$ cat src/hdl/gwwb_pkg.sv
package gwwb_pkg;

  localparam int PIX_W   = 8;
  localparam int SUM_W   = 27;
  localparam int TOT_W   = SUM_W + 2;   // B+G+R and 3*channel both fit here
  localparam int GAIN_W  = 16;
  localparam int STEP_W  = $clog2(GAIN_W);

  localparam logic [SUM_W-1:0]  SUM_FIELD_MAX = '1;
  localparam logic [GAIN_W-1:0] GAIN_MAX      = '1;
  localparam logic [STEP_W-1:0] LAST_STEP     = STEP_W'(GAIN_W - 1);

  localparam logic CMD_STATS = 1'b0;
  localparam logic CMD_APPLY = 1'b1;

  typedef enum logic [1:0] {
    CH_BLUE  = 2'd0,
    CH_GREEN = 2'd1,
    CH_RED   = 2'd2
  } chan_t;

  typedef enum logic [1:0] {
    ST_RUN,
    ST_START,
    ST_ITER,
    ST_WRITE
  } state_t;

  typedef struct packed {
    logic  acc;        // add pixel into channel sums
    logic  load_out;   // capture scaled pixel into output register
    logic  div_start;  // load divider for channel ch
    logic  div_step;   // one restoring division step
    logic  gain_wr;    // write quotient into gain of channel ch
    logic  sum_clr;    // clear channel sums
    chan_t ch;
  } ctrl_cmd_t;

endpackage

$ cat src/hdl/gwwb_ctrl.sv
module gwwb_ctrl (
  input  logic                  clk,
  input  logic                  rst_n,
  input  logic                  in_tvalid,
  output logic                  in_tready,
  input  logic                  in_cmd,
  input  logic                  in_last,
  output logic                  out_tvalid,
  input  logic                  out_tready,
  output gwwb_pkg::ctrl_cmd_t   cmd
);

  gwwb_pkg::state_t              state_r, state_nxt;
  gwwb_pkg::chan_t               ch_r, ch_nxt;
  logic [gwwb_pkg::STEP_W-1:0]   cnt_r, cnt_nxt;
  logic                          out_valid_r, out_valid_nxt;
  logic                          in_acc;

  assign out_tvalid = out_valid_r;
  assign in_acc     = in_tvalid && in_tready;

  always_ff @(posedge clk) begin
    if (!rst_n) begin
      state_r     <= gwwb_pkg::ST_RUN;
      ch_r        <= gwwb_pkg::CH_BLUE;
      cnt_r       <= '0;
      out_valid_r <= 1'b0;
    end else begin
      state_r     <= state_nxt;
      ch_r        <= ch_nxt;
      cnt_r       <= cnt_nxt;
      out_valid_r <= out_valid_nxt;
    end
  end

  always_comb begin
    state_nxt     = state_r;
    ch_nxt        = ch_r;
    cnt_nxt       = '0;
    in_tready     = 1'b0;
    out_valid_nxt = out_valid_r && !out_tready;
    cmd           = '0;
    cmd.ch        = ch_r;

    case (state_r)
      gwwb_pkg::ST_RUN: begin
        // stats items never reach the output, but keep it simple: one gate
        in_tready = !out_valid_r || out_tready;
        if (in_acc) begin
          if (in_cmd == gwwb_pkg::CMD_APPLY) begin
            cmd.load_out  = 1'b1;
            out_valid_nxt = 1'b1;
          end else begin
            cmd.acc = 1'b1;
            if (in_last) begin
              ch_nxt    = gwwb_pkg::CH_BLUE;
              state_nxt = gwwb_pkg::ST_START;
            end
          end
        end
      end
      gwwb_pkg::ST_START: begin
        cmd.div_start = 1'b1;
        state_nxt     = gwwb_pkg::ST_ITER;
      end
      gwwb_pkg::ST_ITER: begin
        cmd.div_step = 1'b1;
        if (cnt_r == gwwb_pkg::LAST_STEP) begin
          state_nxt = gwwb_pkg::ST_WRITE;
        end else begin
          cnt_nxt = cnt_r + 1'b1;
        end
      end
      gwwb_pkg::ST_WRITE: begin
        cmd.gain_wr = 1'b1;
        if (ch_r == gwwb_pkg::CH_RED) begin
          cmd.sum_clr = 1'b1;
          ch_nxt      = gwwb_pkg::CH_BLUE;
          state_nxt   = gwwb_pkg::ST_RUN;
        end else begin
          ch_nxt    = (ch_r == gwwb_pkg::CH_BLUE) ? gwwb_pkg::CH_GREEN : gwwb_pkg::CH_RED;
          state_nxt = gwwb_pkg::ST_START;
        end
      end
      default: begin
        state_nxt = gwwb_pkg::ST_RUN;
      end
    endcase
  end

  a_last_starts_div: assert property (@(posedge clk) disable iff (!rst_n)
    (in_acc && in_cmd == gwwb_pkg::CMD_STATS && in_last) |=> state_r == gwwb_pkg::ST_START)
    else $error("frame end did not start gain computation");

  a_cnt_idle: assert property (@(posedge clk) disable iff (!rst_n)
    (state_r != gwwb_pkg::ST_ITER) |-> cnt_r == '0)
    else $error("step counter left nonzero outside division");

  a_ch_range: assert property (@(posedge clk) disable iff (!rst_n)
    ch_r == gwwb_pkg::CH_BLUE || ch_r == gwwb_pkg::CH_GREEN || ch_r == gwwb_pkg::CH_RED)
    else $error("channel index out of range");

  a_valid_src: assert property (@(posedge clk) disable iff (!rst_n)
    $rose(out_valid_r) |-> $past(in_acc && in_cmd == gwwb_pkg::CMD_APPLY))
    else $error("result appeared without an apply item");

endmodule

$ cat src/hdl/gwwb_dp.sv
module gwwb_dp #(
  parameter int MAX_PIXELS     = 524288,
  parameter int GAIN_FRAC_BITS = 12
) (
  input  logic                        clk,
  input  logic                        rst_n,
  input  gwwb_pkg::ctrl_cmd_t         cmd,
  input  logic [gwwb_pkg::PIX_W-1:0]  in_blue,
  input  logic [gwwb_pkg::PIX_W-1:0]  in_green,
  input  logic [gwwb_pkg::PIX_W-1:0]  in_red,
  input  logic                        in_last,
  output logic [gwwb_pkg::PIX_W-1:0]  out_blue,
  output logic [gwwb_pkg::PIX_W-1:0]  out_green,
  output logic [gwwb_pkg::PIX_W-1:0]  out_red,
  output logic                        out_last
);

  localparam int SW = gwwb_pkg::SUM_W;
  localparam int TW = gwwb_pkg::TOT_W;
  localparam int GW = gwwb_pkg::GAIN_W;
  localparam int PW = gwwb_pkg::PIX_W;
  localparam int DIV_W  = TW + GAIN_FRAC_BITS;
  localparam int PROD_W = PW + GW + 1;

  localparam longint SUM_LIM_L = longint'(MAX_PIXELS) * 255;
  localparam logic [SW-1:0] SUM_LIM =
    (SUM_LIM_L > longint'(gwwb_pkg::SUM_FIELD_MAX)) ? gwwb_pkg::SUM_FIELD_MAX
                                                      : SW'(SUM_LIM_L);
  localparam logic [GW-1:0] UNITY =
    (GAIN_FRAC_BITS >= GW) ? gwwb_pkg::GAIN_MAX : GW'(64'd1 << GAIN_FRAC_BITS);
  localparam logic [PROD_W-1:0] HALF = PROD_W'(64'd1 << (GAIN_FRAC_BITS - 1));

  function automatic logic [SW-1:0] sat_add(input logic [SW-1:0] s,
                                            input logic [PW-1:0] p);
    logic [SW:0] t;
    t = {1'b0, s} + (SW+1)'(p);
    return (t > {1'b0, SUM_LIM}) ? SUM_LIM : t[SW-1:0];
  endfunction

  function automatic logic [PW-1:0] scale(input logic [PW-1:0] p,
                                          input logic [GW-1:0] g);
    logic [PROD_W-1:0] s;
    logic [PROD_W-1:0] v;
    s = PROD_W'(p) * PROD_W'(g) + HALF;
    v = s >> GAIN_FRAC_BITS;
    return (v > PROD_W'(255)) ? '1 : v[PW-1:0];
  endfunction

  logic [SW-1:0] blue_sum_r, green_sum_r, red_sum_r;
  logic [GW-1:0] blue_gain_r, green_gain_r, red_gain_r;
  logic [TW-1:0] rem_r, dvs_r;
  logic [GW-1:0] qd_r;
  logic          sat_r;
  logic [PW-1:0] blue_out_r, green_out_r, red_out_r;
  logic          last_out_r;

  logic [TW-1:0]    total, divisor;
  logic [SW-1:0]    chan_sum;
  logic [DIV_W-1:0] dividend;
  logic [TW-1:0]    top;
  logic [TW:0]      trial;
  logic             ge;
  logic [GW-1:0]    gain_val;

  assign total    = TW'(blue_sum_r) + TW'(green_sum_r) + TW'(red_sum_r);
  assign dividend = {total, {GAIN_FRAC_BITS{1'b0}}};
  assign top      = TW'(dividend >> GW);

  always_comb begin
    case (cmd.ch)
      gwwb_pkg::CH_BLUE:  chan_sum = blue_sum_r;
      gwwb_pkg::CH_GREEN: chan_sum = green_sum_r;
      gwwb_pkg::CH_RED:   chan_sum = red_sum_r;
      default:            chan_sum = red_sum_r;
    endcase
  end

  assign divisor  = TW'(chan_sum) + {TW'(chan_sum) << 1};
  assign trial    = {rem_r, qd_r[GW-1]};
  assign ge       = trial >= {1'b0, dvs_r};
  // zero channel sum lands here too: top >= 0 always
  assign gain_val = sat_r ? gwwb_pkg::GAIN_MAX : qd_r;

  always_ff @(posedge clk) begin
    if (!rst_n) begin
      blue_sum_r   <= '0;
      green_sum_r  <= '0;
      red_sum_r    <= '0;
      blue_gain_r  <= UNITY;
      green_gain_r <= UNITY;
      red_gain_r   <= UNITY;
    end else begin
      if (cmd.sum_clr) begin
        blue_sum_r  <= '0;
        green_sum_r <= '0;
        red_sum_r   <= '0;
      end else if (cmd.acc) begin
        blue_sum_r  <= sat_add(blue_sum_r, in_blue);
        green_sum_r <= sat_add(green_sum_r, in_green);
        red_sum_r   <= sat_add(red_sum_r, in_red);
      end
      if (cmd.gain_wr) begin
        case (cmd.ch)
          gwwb_pkg::CH_BLUE:  blue_gain_r  <= gain_val;
          gwwb_pkg::CH_GREEN: green_gain_r <= gain_val;
          gwwb_pkg::CH_RED:   red_gain_r   <= gain_val;
          default:            red_gain_r   <= gain_val;
        endcase
      end
    end
  end

  // shared restoring divider: high part of dividend preloads the remainder,
  // quotient bits shift into the low part one per step
  always_ff @(posedge clk) begin
    if (cmd.div_start) begin
      rem_r <= top;
      qd_r  <= dividend[GW-1:0];
      dvs_r <= divisor;
      sat_r <= top >= divisor;
    end else if (cmd.div_step) begin
      rem_r <= ge ? TW'(trial - {1'b0, dvs_r}) : TW'(trial);
      qd_r  <= {qd_r[GW-2:0], ge};
    end
  end

  always_ff @(posedge clk) begin
    if (cmd.load_out) begin
      blue_out_r  <= scale(in_blue, blue_gain_r);
      green_out_r <= scale(in_green, green_gain_r);
      red_out_r   <= scale(in_red, red_gain_r);
      last_out_r  <= in_last;
    end
  end

  assign out_blue  = blue_out_r;
  assign out_green = green_out_r;
  assign out_red   = red_out_r;
  assign out_last  = last_out_r;

endmodule

$ cat src/hdl/gray_world_white_balance.sv
// Gray-world white balance on a BGR stream sent twice per frame. Items with
// tuser = 0 accumulate saturating per-channel sums; the one marked tlast then
// sets each gain to (B+G+R)/(3*channel) in unsigned fixed point with
// GAIN_FRAC_BITS fraction bits (16 bits total, max on overflow or zero sum)
// and clears the sums. Items with tuser = 1 are scaled by the gains, rounded
// half up, clamped to 255, and returned with tlast echoed; gains are unity
// after reset. Throughput is one item per cycle for both passes unless the
// output stalls, with the output register decoupling the sides. After the final
// statistics item the input is held off while one radix-2 restoring divider,
// shared by the three channels, runs load, 16 quotient bits and write back per gain.
module gray_world_white_balance #(
  parameter int MAX_PIXELS     = 524288,
  parameter int GAIN_FRAC_BITS = 12
) (
  input  logic        clk,
  input  logic        rst_n,
  input  logic        in_tvalid,
  output logic        in_tready,
  input  logic [23:0] in_tdata,   // blue_in[7:0], green_in[15:8], red_in[23:16]
  input  logic        in_tuser,   // command
  input  logic        in_tlast,   // frame_end
  output logic        out_tvalid,
  input  logic        out_tready,
  output logic [23:0] out_tdata,  // blue_out[7:0], green_out[15:8], red_out[23:16]
  output logic        out_tlast   // frame_end_out
);

  gwwb_pkg::ctrl_cmd_t cmd;

  gwwb_ctrl u_ctrl (
    .clk        (clk),
    .rst_n      (rst_n),
    .in_tvalid  (in_tvalid),
    .in_tready  (in_tready),
    .in_cmd     (in_tuser),
    .in_last    (in_tlast),
    .out_tvalid (out_tvalid),
    .out_tready (out_tready),
    .cmd        (cmd)
  );

  gwwb_dp #(
    .MAX_PIXELS     (MAX_PIXELS),
    .GAIN_FRAC_BITS (GAIN_FRAC_BITS)
  ) u_dp (
    .clk       (clk),
    .rst_n     (rst_n),
    .cmd       (cmd),
    .in_blue   (in_tdata[7:0]),
    .in_green  (in_tdata[15:8]),
    .in_red    (in_tdata[23:16]),
    .in_last   (in_tlast),
    .out_blue  (out_tdata[7:0]),
    .out_green (out_tdata[15:8]),
    .out_red   (out_tdata[23:16]),
    .out_last  (out_tlast)
  );

endmodule

$ cat config.mk
export PLATFORM = sky130hd
export DESIGN_NAME = gray_world_white_balance
export DESIGN_NICKNAME = d
export VERILOG_FILES = /design/src/hdl/gwwb_pkg.sv /design/src/hdl/gwwb_ctrl.sv /design/src/hdl/gwwb_dp.sv /design/src/hdl/gray_world_white_balance.sv
export SDC_FILE = /design/constraint.sdc
export NUM_CORES = 2
export LEC_CHECK = 0
export ABC_CLOCK_PERIOD_IN_PS = 7690
export BUFFER_PORTS_ARGS = -buffer_cell sky130_fd_sc_hd__buf_2
export CORE_ASPECT_RATIO = 0.7
export CORE_MARGIN = 2
export CORE_UTILIZATION = 50
export DETAILED_ROUTE_END_ITERATION = 12
export PLACE_DENSITY_LB_ADDON = 0.12
export SETUP_SLACK_MARGIN = 0.1
export SYNTH_ARGS = -nofsm -noshare
export SYNTH_HDL_FRONTEND = slang
export SYNTH_SLANG_ARGS = --single-unit
export TNS_END_PERCENT = 1
$ cat constraint.sdc
create_clock -name clk -period 7.69 [get_ports clk]
set_input_delay 1.1535 -clock clk [delete_from_list [all_inputs] [get_ports clk]]
set_output_delay 1.1535 -clock clk [all_outputs]
set_load 0.02 [all_outputs]
* After elaboration in Yosys (flattened, before gate mapping)
Index checks and enable logic that the tools add are counted.
Word-level totals: bits in registers 238, input bits 30
Operators by class: magnitude comparators 8, eq/ne operators 10, multiplexer cells 34, $mul 3, reduce and logical (&&, ||, !) cells 17, $add $sub $neg 11, bitwise gates (word level) 3
Operator list (number):
- 27-bit by 8-bit adder with 28-bit output | 3
- 28-bit by 27-bit greater-than comparator with 1-bit output (second input constant) | 3
- 27-bit two-way mux | 3
- 24-bit by 12-bit adder with 25-bit output (second input constant) | 3
- 8-bit by 16-bit multiplier with 24-bit output | 3
- 27-bit case mux with 2 select lines | 1
- 25-bit two-way mux | 2
- 16-bit two-way mux | 3
- 13-bit by 8-bit greater-than comparator with 1-bit output (second input constant) | 3
- 30-bit by 29-bit >= comparator with 1-bit output | 1
- 27-bit by 28-bit adder with 29-bit output | 1
- 29-bit by 27-bit adder with 29-bit output | 1
- 25-bit by 29-bit >= comparator with 1-bit output | 1
- 29-bit two-way mux | 1
- 29-bit subtractor | 1
- 27-bit by 27-bit adder with 28-bit output | 1
- 2-bit two-way mux | 12
- 1-bit two-way mux | 10
- 2-bit case mux with 4 select lines | 1
- 4-bit AND reduction | 2
- 2-bit equality test (second input constant) | 3
- 2-bit AND reduction | 3
- 4-bit by 1-bit adder with 4-bit output (second input constant) | 1
- 2-bit by 1-bit equality test with 1-bit output (second input constant) | 2
- other kinds (12) | 21

* Logic depth before layout (Yosys ltp)
depth after elaboration 6, mapped depth 27, depth with buffers taken out 26

* Cells and area by module
Synthesis repeated with hierarchy kept, for this count alone.
Second synthesis, totals: cell total of the unflattened synthesis 3386, area, all modules 29527.1 um^2
Modules (own cells, without submodules):
- gwwb_dp | instances 1, area an instance 29027.8 um^2, cells each 3331, sequential area each 5425.2 um^2
- gwwb_ctrl | instances 1, area an instance 499.2 um^2, cells each 55, sequential area each 180.2 um^2

* Least setup slack after synthesis
OpenSTA, ideal clock, no wires.
path kind input-to-reg, start point input in_tdata[7], end point register u_dp.blue_out_r[1] (netlist: u_dp.out_blue[1]), data pin, arrival 5.960 ns, library setup time 0.276 ns, stages on the path 17, setup slack 1.454 ns, data required time 7.414 ns, cells stage by stage clkbuf_1 nand2_1 fa_1 fa_1 inv_1 fa_1 fa_1 ha_1 nand2_1 or4b_2 a211o_1 a2111o_1 a31oi_1 nor3_1 mux2i_1 nor2_1 o21ai_0
Between the ends: cells in the longest elaborated chain, start to end 3
RTL lines:
- start: declaration | line gray_world_white_balance.sv:19 | input logic [23:0] in_tdata,
- 8-bit by 16-bit multiplier with 24-bit output * | line gwwb_dp.sv:44 | s = PROD_W'(p) * PROD_W'(g) + HALF;
- 24-bit by 12-bit adder with 25-bit output * | line gwwb_dp.sv:44
- 13-bit by 8-bit greater-than comparator with 1-bit output | line gwwb_dp.sv:46 | return (v > PROD_W'(255)) ? '1 : v[PW-1:0];
- end signal: assignment | line gwwb_dp.sv:129 | blue_out_r <= scale(in_blue, blue_gain_r);
- end: declaration | line gwwb_dp.sv:54 | logic [PW-1:0] blue_out_r, green_out_r, red_out_r;
Every way passes the cells marked *; elsewhere a longest branch is shown, timed or not. A chain may end at the register's enable or synchronous reset.

* Worst setup path after layout
start point register u_dp.green_sum_r[0], end point register u_dp.sat_r, data pin
Between the ends: cells in the longest elaborated chain, start to end 3, elaborated cells between the ends (all ways) 5, classes of those cells add/sub (3); order compare (1); mux (1)
RTL lines:
- start: declaration | line gwwb_dp.sv:49 | logic [SW-1:0] blue_sum_r, green_sum_r, red_sum_r;
- start signal: assignment | line gwwb_dp.sv:99 | green_sum_r <= sat_add(green_sum_r, in_green);
- 27-bit by 27-bit adder with 28-bit output or 27-bit case mux with 2 select lines (tied branches) | line gwwb_dp.sv:65, gwwb_dp.sv:70
- 29-bit by 27-bit adder with 29-bit output or 27-bit by 28-bit adder with 29-bit output (tied branches) | line gwwb_dp.sv:65, gwwb_dp.sv:78
- 25-bit by 29-bit >= comparator with 1-bit output * | line gwwb_dp.sv:120 | sat_r <= top >= divisor;
- end signal: assignment | line gwwb_dp.sv:120
- end: declaration | line gwwb_dp.sv:53 | logic sat_r;
Marks and branches as above.

==> run_results.csv <==
group,metric,value,unit
run_status,status,"finished clean",
timing,period_share,83.6,%
timing,hold_violations,0,
synthesis,synth_edf_count,84,
timing,max_freq,156,MHz
setup_path,worstPathArrival,6790,ps
timing,finalSetupViolCount,0,
clock_tree,cts_tree,"yes",
floorplan,die_w,298,µm
drt,via_per_inst,5.85,
timing,fin_skew,22.2,ps
floorplan,die-height,210,µm
power,power.density,185,nW/µm²
final_layout,antenna_cells,0,
setup_path,cp-start-kind,"register",
placed_design,port_buffers,56,
clock_tree,cts_resized,0,
drt,drc_errors,0,
power,p_leak,15.7,nW
timing,setup_tns,0,ps
grt,grt-ovfl-total,0,
grt,antenna_found_initial,0,
setup_path,critPathCaptureType,"register",
floorplan,core-area,60000,µm²
final_layout,drive_above_1_share,4.99,%
synthesis,synth_largest_area_cell,"fa_1",
final_layout,syn2layout_area_growth,6.81,%
power,ir_drop,0.196,mV
grt,grt_max_degree,64,
clock_tree,post-cts-setup-buffers,0,
synthesis,syn_avg_cell_area,8.52,µm²
clock_tree,hold_buffers,0,
synthesis,synth_commonest_cells,"inv_1, nand2_1, ha_1, and2_1, fa_1",
drt,wl_per_cell,18.8,µm
drt,ant_nets,0,
synthesis,yosysTopAreaCellShare,16.9,%
floorplan,die_area,62700,µm²
synthesis,synth_cell_type_count,86,
synthesis,synthTopCellsByArea,"fa_1, ha_1, dfxtp_1",
synthesis,ys_async_sr_fraction,0,%
clock_tree,clock-sinks,238,
synthesis,yosysSeqAreaShare,18.5,%
grt,grt_pass1_vias,25326,
grt,grt_pass1_wl,134000,µm
timing,rsz0062_at_grt,"no",
setup_path,required,8040,ps
drt,drtPass1Iterations,6,
timing,maxSlewHeadroom,18.2,%
floorplan,pin_count,57,
floorplan,rows,75,
final_layout,finish.utilization,54.1,%
placed_design,gp_congestion,0.967,
drt,drt-initial-drc-count,2110,
timing,worst_pin_slew,1230,ps
synthesis,yosys_warnings,0,
timing,drv_slew,0,
placed_design,place_hpwl,63600,µm
synthesis,syn_nets,4187,
final_layout,final_nets,4166,
final_layout,design_area,32400,µm²
floorplan,initial_core_util,50.6,%
drt,vias,25588,
drt,totalWireLength,82100,µm
clock_tree,clkSlewWorstSetupHoldPaths,60,ps
worst_hold_path,hold_path_class,"register to register",
clock_tree,htree_levels,1,
setup_path,critPathKind,"register to register",
placed_design,placed_cell_area,31300,µm²
final_layout,fill_cells,5480,
grt,grt_usage,26.1,%
clock_tree,clk_latency,590,ps
flow_run,maxCapViolCount,0,
clock_tree,numCtsBuffers,30,
setup_path,crit_fanout,6,
timing,min_period,6430,ps
clock_tree,clockRootBuffer,"clkbuf_16",
clock_tree,ctsLongestPathBuffers,3,
timing,hold_ws,462,ps
synthesis,synth_flop_cell,"dfxtp_1",
synthesis,synth_cells,3562,
synthesis,synth_area,30400,µm²
synthesis,synth.most_common_cell,"inv_1",
synthesis,synth-seq-cells,238,
[area by class of cell]
| class | count | area [µm²] | share of cell area [%] |
|---|---|---|---|
| clock buffers | 37 | 840 | 2.59 |
| multi-input cells | 2768 | 22700 | 70.0 |
| inverters | 426 | 1600 | 4.93 |
| flip-flops and latches | 238 | 5610 | 17.3 |
| repair buffers | 77 | 438 | 1.35 |
| clock inverters | 19 | 236 | 0.729 |
| well taps | 808 | 1010 | 3.12 |
[metal layers]
metal | track usage, % | wire length [µm]
met1 | 40.3 | 40900
met2 | 39.1 | 34000
met3 | 3.46 | 5800
met4 | 4.99 | 1420
met5 | 0 | 0
[registers in the layout (all words and copies together) (netlist names), 27 cells and up]
name	flops
u_dp.rem_r	29
u_dp.blue_sum_r	27
u_dp.dvs_r	29
u_dp.green_sum_r	27
u_dp.red_sum_r	27
[critical path, cell delays in order (launching register included)]
cell,delay [ps]
dfxtp_1,400
ha_1,210
inv_1,60
fa_1,390
nor2b_1,170
o2111ai_1,160
nand4_1,140
a31oi_1,120
o21ai_0,500
o21ai_0,180
nand2b_1,120
xor2_1,210
ha_1,340
a21o_1,180
a21oi_1,190
o2bb2ai_1,120
o211a_1,230
o41ai_1,660
o21ai_0,240
xnor2_1,260
ha_1,290
a21o_1,170
a21o_1,170
a21oi_1,180
o2111ai_1,120
o21ai_0,190
nor4_1,70
buf_4,130
[cells in the final DEF (no fill, tap or decap), types with 32 or more instances in the layout]
cell type / count
a21o_1: 82
a21oi_1: 167
a31oi_1: 40
and2_1: 292
and3_1: 39
buf_2: 56
clkbuf_16: 32
dfxtp_1: 153
edfxtp_1: 84
fa_1: 256
ha_1: 338
inv_1: 426
mux2i_1: 56
nand2_1: 345
nand2b_1: 33
nand3_1: 74
nand4_1: 38
nor2_1: 186
nor3_1: 60
o211a_1: 50
o21a_1: 35
o21ai_0: 165
xnor2_1: 114
xor2_1: 52
[power by group]
group	internal (mW)	switching, mW
clock network	0.942	0.619
logic	1.02	1.67
registers	1.59	0.146
total	3.56	2.44
[worst paths after layout]
| path | end | slack [ps] | from | cells past startpoint |
|---|---|---|---|---|
| max | u_dp.sat_r$_DFFE_PP_ | 1260 | u_dp.green_sum_r[0]$_SDFFE_PP0P_ | 27 |
| min | u_ctrl.cnt_r[0]$_SDFF_PP0_ | 460 | u_ctrl.cnt_r[0]$_SDFF_PP0_ | 1 |
| max reg2reg | u_dp.sat_r$_DFFE_PP_ | 1260 | u_dp.green_sum_r[0]$_SDFFE_PP0P_ | 27 |
| min reg2reg | u_ctrl.cnt_r[0]$_SDFF_PP0_ | 460 | u_ctrl.cnt_r[0]$_SDFF_PP0_ | 1 |
[kinds of logic after synthesis]
family / after synthesis / share of synthesized area [%]
simple gates: 1190 / 19.9
compound gates: 750 / 16.8
fa+ha+maj: 595 / 30.9
buf+inv: 556 / 6.94
flops: 238 / 18.5
xor+xnor: 166 / 4.79
mux: 67 / 2.25
[metrics by stage]
step | setup WS [ps] | cells | power (mW)
floorplan | 1450 | 3562 | 3.67
global placement | 1050 | 4317 | 4.35
detailed placement | 843 | 4317 | 4.41
CTS | 1340 | 4373 | 6.00
global route | 744 | 4373 | 6.39
finish | 1260 | 4373 | 6.00
No activity file was read; power rests on OpenSTA's default activity.
